<file path="src/hdl/assert_macros.svh">
// ----------------------------------------------------------------------------
// Assertion macros
// Shared concurrent assertion forms for the frame receiver.
// ----------------------------------------------------------------------------
`ifndef ASSERT_MACROS_SVH
`define ASSERT_MACROS_SVH

// Check on every rising clock edge outside reset.
`define SFR_ASSERT(lbl, prop, msg) \
   lbl: assert property (@(posedge clock) disable iff (reset) prop) else $error(msg);

// Check on every rising clock edge, reset cycles included.
`define SFR_ASSERT_ALWAYS(lbl, prop, msg) \
   lbl: assert property (@(posedge clock) prop) else $error(msg);

`endif

</file>
<file path="src/hdl/sfr_pkg.sv">
// ----------------------------------------------------------------------------
// Frame receiver package
// Constants and beat types shared by the frame receiver modules.
// ----------------------------------------------------------------------------
`default_nettype none

package sfr_pkg;

   localparam logic [7:0] PREAMBLE       = 8'hAA;
   localparam int         MAX_DATA_BYTES = 8;
   localparam int         KNOWN_ENTRIES  = 4;
   localparam int         CSR_REGS       = 4;
   localparam int         CSR_INDEX_W    = 4;
   localparam int         CSR_DATA_W     = 13;
   localparam int         FRAME_BYTES    = 8;
   localparam int         DATA_IDX_W     = 3;

   // known-message entry layout
   localparam int ENTRY_EN_BIT = 12;
   localparam int ENTRY_ID_LSB = 4;
   localparam int ENTRY_LEN_W  = 4;

   typedef struct packed {
      logic       valid;
      logic [7:0] rx_byte;
   } rx_beat_type;

   typedef struct packed {
      logic                   wr;
      logic [CSR_INDEX_W-1:0] index;
      logic [CSR_DATA_W-1:0]  data;
   } csr_write_type;

endpackage

`default_nettype wire

</file>
<file path="src/hdl/sfr_known_table.sv">
// ----------------------------------------------------------------------------
// Known-message table
// Holds the message table registers and matches an (id, length) pair.
// ----------------------------------------------------------------------------
`default_nettype none

module sfr_known_table import sfr_pkg::*; (
   input  wire logic          clock,
   input  wire logic          reset,
   input  wire csr_write_type csr_wr,
   input  wire logic [7:0]    id,
   input  wire logic [7:0]    len_byte,
   output logic               hit
);

   logic [CSR_DATA_W-1:0] known_ff [CSR_REGS];
   logic [CSR_DATA_W-1:0] known_in [CSR_REGS];
   logic                  len_ok;

   always_comb begin
      for (int i = 0; i < CSR_REGS; i++) begin
         known_in[i] = known_ff[i];
         if (csr_wr.wr && csr_wr.index == CSR_INDEX_W'(i)) begin
            known_in[i] = csr_wr.data;
         end
      end
   end

   always_ff @(posedge clock) begin
      if (reset) begin
         for (int i = 0; i < CSR_REGS; i++) begin
            known_ff[i] <= '0;
         end
      end else begin
         known_ff <= known_in;
      end
   end

   // zero length or any length beyond the data store never matches
   assign len_ok = (len_byte != 8'd0) && (len_byte <= 8'(MAX_DATA_BYTES));

   always_comb begin
      hit = 1'b0;
      for (int i = 0; i < CSR_REGS; i++) begin
         if (i < KNOWN_ENTRIES && known_ff[i][ENTRY_EN_BIT]
             && known_ff[i][ENTRY_ID_LSB +: 8] == id
             && known_ff[i][ENTRY_LEN_W-1:0] == len_byte[ENTRY_LEN_W-1:0]) begin
            hit = 1'b1;
         end
      end
      hit = hit && len_ok;
   end

endmodule

`default_nettype wire

</file>
<file path="src/hdl/sfr_parser.sv">
// ----------------------------------------------------------------------------
// Frame parser
// Byte-wise frame state machine, data store and registered result beat.
// ----------------------------------------------------------------------------
`default_nettype none

module sfr_parser import sfr_pkg::*; (
   input  wire logic        clock,
   input  wire logic        reset,
   input  wire rx_beat_type beat,
   input  wire logic        table_hit,
   output logic [7:0]       held_id,
   output logic             out_free,
   output logic             rsp_valid,
   input  wire logic        rsp_stall,
   output logic [7:0]       rsp_frame_id,
   output logic [3:0]       rsp_frame_length,
   output logic [63:0]      rsp_frame_data
);

   `include "assert_macros.svh"

   typedef enum logic [5:0] {
      PH_HUNT  = 6'b000001,
      PH_ID    = 6'b000010,
      PH_LEN   = 6'b000100,
      PH_DATA  = 6'b001000,
      PH_CK_HI = 6'b010000,
      PH_CK_LO = 6'b100000
   } phase_type;

   phase_type             phase_ff, phase_in;
   logic [7:0]            id_ff, id_in;
   logic [3:0]            length_ff, length_in;
   logic [3:0]            left_ff, left_in;
   logic [15:0]           sum_ff, sum_in;
   logic [7:0]            ck_high_ff, ck_high_in;
   logic [7:0]            data_ff [FRAME_BYTES];
   logic [7:0]            data_in [FRAME_BYTES];
   logic                  rsp_valid_ff, rsp_valid_in;
   logic [7:0]            rsp_id_ff, rsp_id_in;
   logic [3:0]            rsp_length_ff, rsp_length_in;
   logic [63:0]           rsp_data_ff, rsp_data_in;
   logic                  advance;
   logic                  emit;
   logic [7:0]            b;
   logic [15:0]           sum_plus;
   logic [DATA_IDX_W-1:0] data_idx;
   logic [63:0]           packed_data;

   assign out_free = !rsp_valid_ff || !rsp_stall;
   assign advance  = beat.valid && out_free;
   assign b        = beat.rx_byte;
   assign sum_plus = sum_ff + {8'd0, b};
   assign data_idx = DATA_IDX_W'(length_ff - left_ff);
   assign held_id  = id_ff;

   always_comb begin
      for (int i = 0; i < FRAME_BYTES; i++) begin
         packed_data[i*8 +: 8] = data_ff[i];
      end
   end

   always_comb begin
      phase_in   = phase_ff;
      id_in      = id_ff;
      length_in  = length_ff;
      left_in    = left_ff;
      sum_in     = sum_ff;
      ck_high_in = ck_high_ff;
      data_in    = data_ff;
      emit       = 1'b0;
      if (advance) begin
         unique case (phase_ff)
            PH_HUNT: begin
               if (b == PREAMBLE) begin
                  for (int i = 0; i < FRAME_BYTES; i++) begin
                     data_in[i] = 8'd0;
                  end
                  id_in      = 8'd0;
                  length_in  = 4'd0;
                  left_in    = 4'd0;
                  ck_high_in = 8'd0;
                  sum_in     = {8'd0, b};
                  phase_in   = PH_ID;
               end
            end
            PH_ID: begin
               id_in    = b;
               sum_in   = sum_plus;
               phase_in = PH_LEN;
            end
            PH_LEN: begin
               if (table_hit) begin
                  length_in = b[3:0];
                  left_in   = b[3:0];
                  sum_in    = sum_plus;
                  phase_in  = PH_DATA;
               end else begin
                  phase_in = PH_HUNT;
               end
            end
            PH_DATA: begin
               if (left_ff != 4'd0) begin
                  data_in[data_idx] = b;
                  sum_in            = sum_plus;
                  left_in           = left_ff - 4'd1;
                  if (left_ff == 4'd1) begin
                     phase_in = PH_CK_HI;
                  end
               end else begin
                  phase_in = PH_HUNT;
               end
            end
            PH_CK_HI: begin
               ck_high_in = b;
               phase_in   = PH_CK_LO;
            end
            PH_CK_LO: begin
               emit     = ({ck_high_ff, b} == sum_ff);
               phase_in = PH_HUNT;
            end
            default: begin
               phase_in = PH_HUNT;
            end
         endcase
      end
   end

   always_comb begin
      rsp_id_in     = rsp_id_ff;
      rsp_length_in = rsp_length_ff;
      rsp_data_in   = rsp_data_ff;
      if (emit) begin
         rsp_valid_in  = 1'b1;
         rsp_id_in     = id_ff;
         rsp_length_in = length_ff;
         rsp_data_in   = packed_data;
      end else begin
         rsp_valid_in = rsp_valid_ff && rsp_stall;
      end
   end

   always_ff @(posedge clock) begin
      if (reset) begin
         phase_ff     <= PH_HUNT;
         rsp_valid_ff <= 1'b0;
      end else begin
         phase_ff     <= phase_in;
         rsp_valid_ff <= rsp_valid_in;
      end
   end

   always_ff @(posedge clock) begin
      id_ff         <= id_in;
      length_ff     <= length_in;
      left_ff       <= left_in;
      sum_ff        <= sum_in;
      ck_high_ff    <= ck_high_in;
      data_ff       <= data_in;
      rsp_id_ff     <= rsp_id_in;
      rsp_length_ff <= rsp_length_in;
      rsp_data_ff   <= rsp_data_in;
   end

   assign rsp_valid        = rsp_valid_ff;
   assign rsp_frame_id     = rsp_id_ff;
   assign rsp_frame_length = rsp_length_ff;
   assign rsp_frame_data   = rsp_data_ff;

   `SFR_ASSERT(a_emit_from_ck_lo,
      $rose(rsp_valid_ff) |-> $past(phase_ff == PH_CK_LO), "result without checksum byte")
   `SFR_ASSERT(a_length_range,
      rsp_valid_ff |-> (rsp_length_ff != 4'd0 && rsp_length_ff <= 4'(MAX_DATA_BYTES)),
      "result length out of range")
   `SFR_ASSERT(a_left_bound,
      phase_ff == PH_DATA |-> (left_ff != 4'd0 && left_ff <= length_ff),
      "data byte count out of range")

endmodule

`default_nettype wire

</file>
<file path="src/hdl/serial_frame_receiver.sv">
// ----------------------------------------------------------------------------
// Serial frame receiver
// Preamble/length frame parser with a 16-bit additive checksum.
// ----------------------------------------------------------------------------
// Takes one received byte per beat and emits a decoded frame. Frame format:
// preamble 0xAA, message id, data length, 1 to 8 data bytes, checksum high,
// checksum low. The (id, length) pair must match an enabled entry of the
// known-message table (csr registers 0 to 3: bit 12 enable, bits 11:4 id,
// bits 3:0 length), otherwise the parser drops back to preamble hunting. The
// checksum is the modulo-65536 sum of preamble, id, length and data bytes; on
// a mismatch the frame is dropped without a result beat. Rate: one byte per
// clock unless the result register is stalled and full. A byte waits in the
// input register until the result register can take a beat, then the frame
// state machine parses it; a frame's result beat is registered when its last
// checksum byte is parsed. The single-entry result register sets the limit:
// while it is stalled and full, the input byte waits and req_stall rises. Table
// writes are taken in any cycle (csr_ready is always high) but must be made
// while the block is idle; indexes of 4 and up are ignored.
// ----------------------------------------------------------------------------
`default_nettype none

module serial_frame_receiver import sfr_pkg::*; (
   input  wire logic                   clock,
   input  wire logic                   reset,
   // byte input channel
   input  wire logic                   req_valid,
   output logic                        req_stall,
   input  wire logic [7:0]             req_rx_byte,
   // frame result channel
   output logic                        rsp_valid,
   input  wire logic                   rsp_stall,
   output logic [7:0]                  rsp_frame_id,
   output logic [3:0]                  rsp_frame_length,
   output logic [63:0]                 rsp_frame_data,
   // table write port
   input  wire logic                   csr_valid,
   output logic                        csr_ready,
   input  wire logic [CSR_INDEX_W-1:0] csr_index,
   input  wire logic [CSR_DATA_W-1:0]  csr_wdata
);

   `include "assert_macros.svh"

   logic          in_valid_ff, in_valid_in;
   logic [7:0]    in_byte_ff, in_byte_in;
   rx_beat_type   beat;
   csr_write_type csr_wr;
   logic          out_free;
   logic          table_hit;
   logic [7:0]    held_id;
   logic          consume;

   // The table never backpressures a write.
   assign csr_ready    = 1'b1;
   assign csr_wr.wr    = csr_valid;
   assign csr_wr.index = csr_index;
   assign csr_wr.data  = csr_wdata;

   // The parser consumes the held byte whenever the result register can take
   // a new beat; hold the byte otherwise.
   assign consume   = in_valid_ff && out_free;
   assign req_stall = in_valid_ff && !out_free;

   always_comb begin
      in_byte_in = in_byte_ff;
      if (req_valid && !req_stall) begin
         in_valid_in = 1'b1;
         in_byte_in  = req_rx_byte;
      end else begin
         // drop the held byte once the parser has taken it
         in_valid_in = in_valid_ff && !consume;
      end
   end

   always_ff @(posedge clock) begin
      if (reset) begin
         in_valid_ff <= 1'b0;
      end else begin
         in_valid_ff <= in_valid_in;
      end
   end

   always_ff @(posedge clock) begin
      in_byte_ff <= in_byte_in;
   end

   assign beat.valid   = in_valid_ff;
   assign beat.rx_byte = in_byte_ff;

   // Length byte is checked against the table with the id already held.
   sfr_known_table u_table (
      .clock    (clock),
      .reset    (reset),
      .csr_wr   (csr_wr),
      .id       (held_id),
      .len_byte (in_byte_ff),
      .hit      (table_hit)
   );

   sfr_parser u_parser (
      .clock            (clock),
      .reset            (reset),
      .beat             (beat),
      .table_hit        (table_hit),
      .held_id          (held_id),
      .out_free         (out_free),
      .rsp_valid        (rsp_valid),
      .rsp_stall        (rsp_stall),
      .rsp_frame_id     (rsp_frame_id),
      .rsp_frame_length (rsp_frame_length),
      .rsp_frame_data   (rsp_frame_data)
   );

   `SFR_ASSERT_ALWAYS(a_stall_needs_byte,
      req_stall |-> in_valid_ff, "input stalled with empty input register")
   `SFR_ASSERT(a_held_byte_kept,
      (in_valid_ff && !consume) |=> (in_valid_ff && $stable(in_byte_ff)),
      "held byte lost before the parser took it")

endmodule

`default_nettype wire

</file>
<file path="config.mk">
export PLATFORM = sky130hd
export DESIGN_NAME = serial_frame_receiver
export DESIGN_NICKNAME = d
export VERILOG_FILES = /design/src/hdl/sfr_pkg.sv /design/src/hdl/sfr_known_table.sv /design/src/hdl/sfr_parser.sv /design/src/hdl/serial_frame_receiver.sv
export VERILOG_INCLUDE_DIRS = /design/src /design/src/hdl
export SDC_FILE = /design/constraint.sdc
export NUM_CORES = 1
export LEC_CHECK = 0
export BUFFER_PORTS_ARGS = -buffer_cell sky130_fd_sc_hd__buf_2
export CAP_MARGIN = 20
export CORE_MARGIN = 2
export CORE_UTILIZATION = 41
export CTS_CLUSTER_DIAMETER = 150
export DETAILED_ROUTE_END_ITERATION = 8
export GPL_TIMING_DRIVEN = 0
export PLACE_DENSITY_LB_ADDON = 0.25
export SKIP_CTS_REPAIR_TIMING = 1
export SLEW_MARGIN = 20
export SYNTH_ARGS = -nofsm -noshare
export SYNTH_HDL_FRONTEND = slang
export SYNTH_SLANG_ARGS = --single-unit
</file>
<file path="constraint.sdc">
create_clock -name clock -period 11.8 [get_ports clock]
set_clock_uncertainty 0.1 [all_clocks]
set_input_delay 0.59 -clock clock [delete_from_list [all_inputs] [get_ports clock]]
set_output_delay 0.59 -clock clock [all_outputs]
set_load 0.02 [all_outputs]
</file>
==> summary.md <==
| Metric | Value |
|---|---|
| Leakage power | roughly 4.8 nW |
| Fin crit period | 3790 ps |
| Full die area | roughly 0.027 mm^2 |
| Worst Setup Start Kind | register |
| Compound-Gate Fraction of Synth Area | roughly 3.9% |
| Hold depth | 1 |
| Skew-Pair Late Insertion Delay | 540 ps |
| Max Fanout on Critical Path | 7 |
| Worst Setup End Kind | register |
| Slew headroom | a little over a third |
| Die X-Extent | approximately 170 um |
| Post-synth EDFFs | about 190 |
| Post-Synthesis Cells | between 800 and 900 |
| Clock root buffer | clkbuf_16 |
| Post-Syn Area | about 0.011 mm^2 |
| Pre-CTS WS | 8000 ps |
| Bufs on Longest Clock Path | 3 |
| Initial antenna violation count | 0 |
| Net Count, Synth | 890 |
| MaxCap Viol Count | 0 |
| Hold Path End | in_byte_ff[2] |
| Top_reg_cell synth | edfxtp_1 |
| Slowest cell on the critical path | nor4_2 |
| Internal reg-to-reg setup slack | 8010 ps |
| # rows | 59 |
| FF-to-FF path depth | 10 |
| Drt via density | about 5 |
| H-tree depth | 1 |
| Layout cells sized above 1 | around 18% |
| Vias | 6907 |
| Slack of the critical path | ~8000 ps |
| Grt ovf | 0 |
| Multiplexer area fraction after synthesis | 9.98% |
| Pwr/cell area | ~140 mW/mm^2 |
| Fraction of registers with async set/reset | 0% |
| Mean area per synthesized cell | 12.7 um^2 |
| #FFs+latches synth | ~250 |
| Post-synthesis sequential area ratio | between 60% and 70% |
| Initial core utilization | 41.4% |
| CTS Sinks | between 200 and 250 |
| Max Slew Vio Count | 0 |
| Worst Max-Slew Pin Slew | 950 ps |
| Crit path cell chain | ha_1 -> or4_1 -> nor2_1 -> nand4b_1 -> nor4_2 -> buf_4 -> buf_4 -> buf_4 -> buf_4 -> buf_4 |
| First-pass GRT wire length | 39000 um |
| Synth Area in XOR/XNOR | 5.80% |
| Post-Synth Simple-Gate Area | about 12% |
| I/O Buffers | about 110 |
| Routed WL | 24600 um |
| Antenna cells | 0 |
| Worst hold-check path type | input pin to register |
| Cts bufs inserted | 26 |
| Initial detailed-routing violation count | between 400 and 500 |
| Crit-path most repeated cell | buf_4 |
| Reg clk slew, reported paths | 60 ps |
| Area of the core | 0.0259 mm^2 |
| Worst EP required | approximately 12000 ps |
| 1st-pass router iterations | 5 |
| Post-route clock period utilization | between 30% and 40% |
| Ys Warns | 0 |
| Critical path's largest stage delay | about 710 ps |
| Dpl hpwl | between 15000 and 20000 um |
| P&R area growth vs syn | 18.8% |
| Die height | ~170 um |
| WL/cell | about 18 um |
| Unique masters post-synth | between 40 and 50 |
| Max frequency | around 260 MHz |
| Worst r2r dst | u_parser.rsp_frame_data[27] |
| Io pins | approximately 110 |
| CP top delay family | simple AND/OR/NAND/NOR gates |
| Final hold vios | 0 |
| Reg-to-reg critical path startpoint | in_byte_ff[4] |
| Peak supply drop | 98.1 uV |
| Crit Path Category | register to register |
| # DRC | 0 |
| Hold WS | approximately 140 ps |
| Largest family of logic cells by synthesized area | simple AND/OR/NAND/NOR gates |
| GRT Util Overall | 18.0% |
| Adder-Cell Fraction of Synth Area | 1.77% |
| Routability congestion estimate | roughly 0.84 |
| Bufs and invs on worst path | 5 |
| Setup violations, final | 0 |
| Antenna violation net count after detailed routing | 0 |
| Worst EP arrival | just under 4000 ps |
| Unrepaired setup endpoints after global routing | no |
| Nets | 1042 |
| Largest net degree at the start of global routing | 21 |
| Hold path start | req_rx_byte[2] |
| Vias in the first global route | 6821 |
| Status | finished clean |
| CTS tree | done |
[registers in the layout, summed over array words and instances, names as in the netlist, 6 cells and up]
name,flops
in_byte_ff,8
u_parser.ck_high_ff,8
u_parser.data_ff,64
u_parser.held_id,8
u_parser.phase_ff,6
u_parser.rsp_frame_data,64
u_parser.rsp_frame_id,8
u_parser.sum_ff,16
u_table.known_ff,52
[report_power, final]
group / switching, W / internal (W)
clock: 0.000335 / 0.000480
sequential: 0.00000560 / 0.000934
combinational: 0.0000483 / 0.0000249
[cells by family (layout without fill, tap and decap cells)]
kind of cell	count (synthesis)	count (layout)
adder cells (fa/ha/maj)	14	14
multiplexers	107	107
AND/OR/NAND/NOR	277	277
AO/OA/AOI/OAI	65	65
buffers and inverters	63	234
other	1	1
flip-flops	248	248
XOR/XNOR	71	71
[cell type report]
cell class	instances	area [um^2]
Fill cell	2278	13200
Sequential cell	248	6850
Multi-Input combinational cell	535	3650
Clock buffer	34	732
Timing Repair Buffer	124	712
Tap cell	335	419
Buffer	52	218
Clock inverter	13	125
Inverter	11	41.3
[synthesized netlist by cell type, drive strengths merged (4+ instances only)]
master    n  area [um^2]
nor2    146          548
mux2i   107         1070
and2     20          125
dfxtp    60         1200
xor2     17          149
buf      13         71.3
inv      11         41.3
nand4    11         68.8
ha       12          150
a21oi    29          145
nor3      8         40.0
nor3b     8         75.1
edfxtp  188         5650
o31ai     5         37.5
xnor2    54          473
nand2    30          113
o21ai    10         50.1
nand2b    4         25.0
a21o      5         37.5
nand3    16         80.1
and3      4         25.0
nor4     10         62.6
or4       5         45.0
clkbuf   39          146
[worst max path at each step]
stage | startpoint | endpoint | slack (ps) | depth (start not counted)
floorplan | in_byte_ff[4] | u_parser.rsp_frame_data[0] | 2090 | 5
global placement | in_byte_ff[4] | u_parser.rsp_frame_data[14] | -2180 | 5
detailed placement | in_byte_ff[4] | u_parser.rsp_frame_data[48] | 8000 | 10
CTS | in_byte_ff[4] | u_parser.rsp_frame_data[27] | 7990 | 10
global route | in_byte_ff[1] | u_parser.sum_ff[10] | 7820 | 10
finish | in_byte_ff[4] | u_parser.rsp_frame_data[27] | 8010 | 10
[cell usage in the layout (no fill, tap or decap), types with 20 or more instances in the layout]
cell type,instances
clkbuf_16,27
and2_1,20
dfxtp_1,60
edfxtp_1,188
nor2_1,146
xnor2_1,54
a21oi_1,28
buf_2,119
mux2i_1,107
nand2_1,30
clkbuf_1,43
[per-stage QoR]
step	cells	util (%)	area [um^2]	setup TNS [ps]	power, W
6_report	1352	49.2	12700	0	0.00183
4_1_cts	1351	49.2	12700	0	0.00184
2_1_floorplan	846	-	10700	0	0.00100
5_1_grt	1352	49.2	12700	0	0.00188
3_3_place_gp	1287	45.1	11700	-167320	0.00103
3_5_place_dp	1304	45.9	11900	0	0.00103
[metal layers]
layer / global-route usage [%] / vias up / share of wire, %
li1: - / 3318 / -
met1: 24.8 / 3369 / 45
met2: 30.0 / 177 / 47
met3: 2.45 / 43 / 4.9
met4: 5.14 / 0 / 2.4
met5: 0 / - / 0
Note: power is estimated with default switching activity, not from simulation.
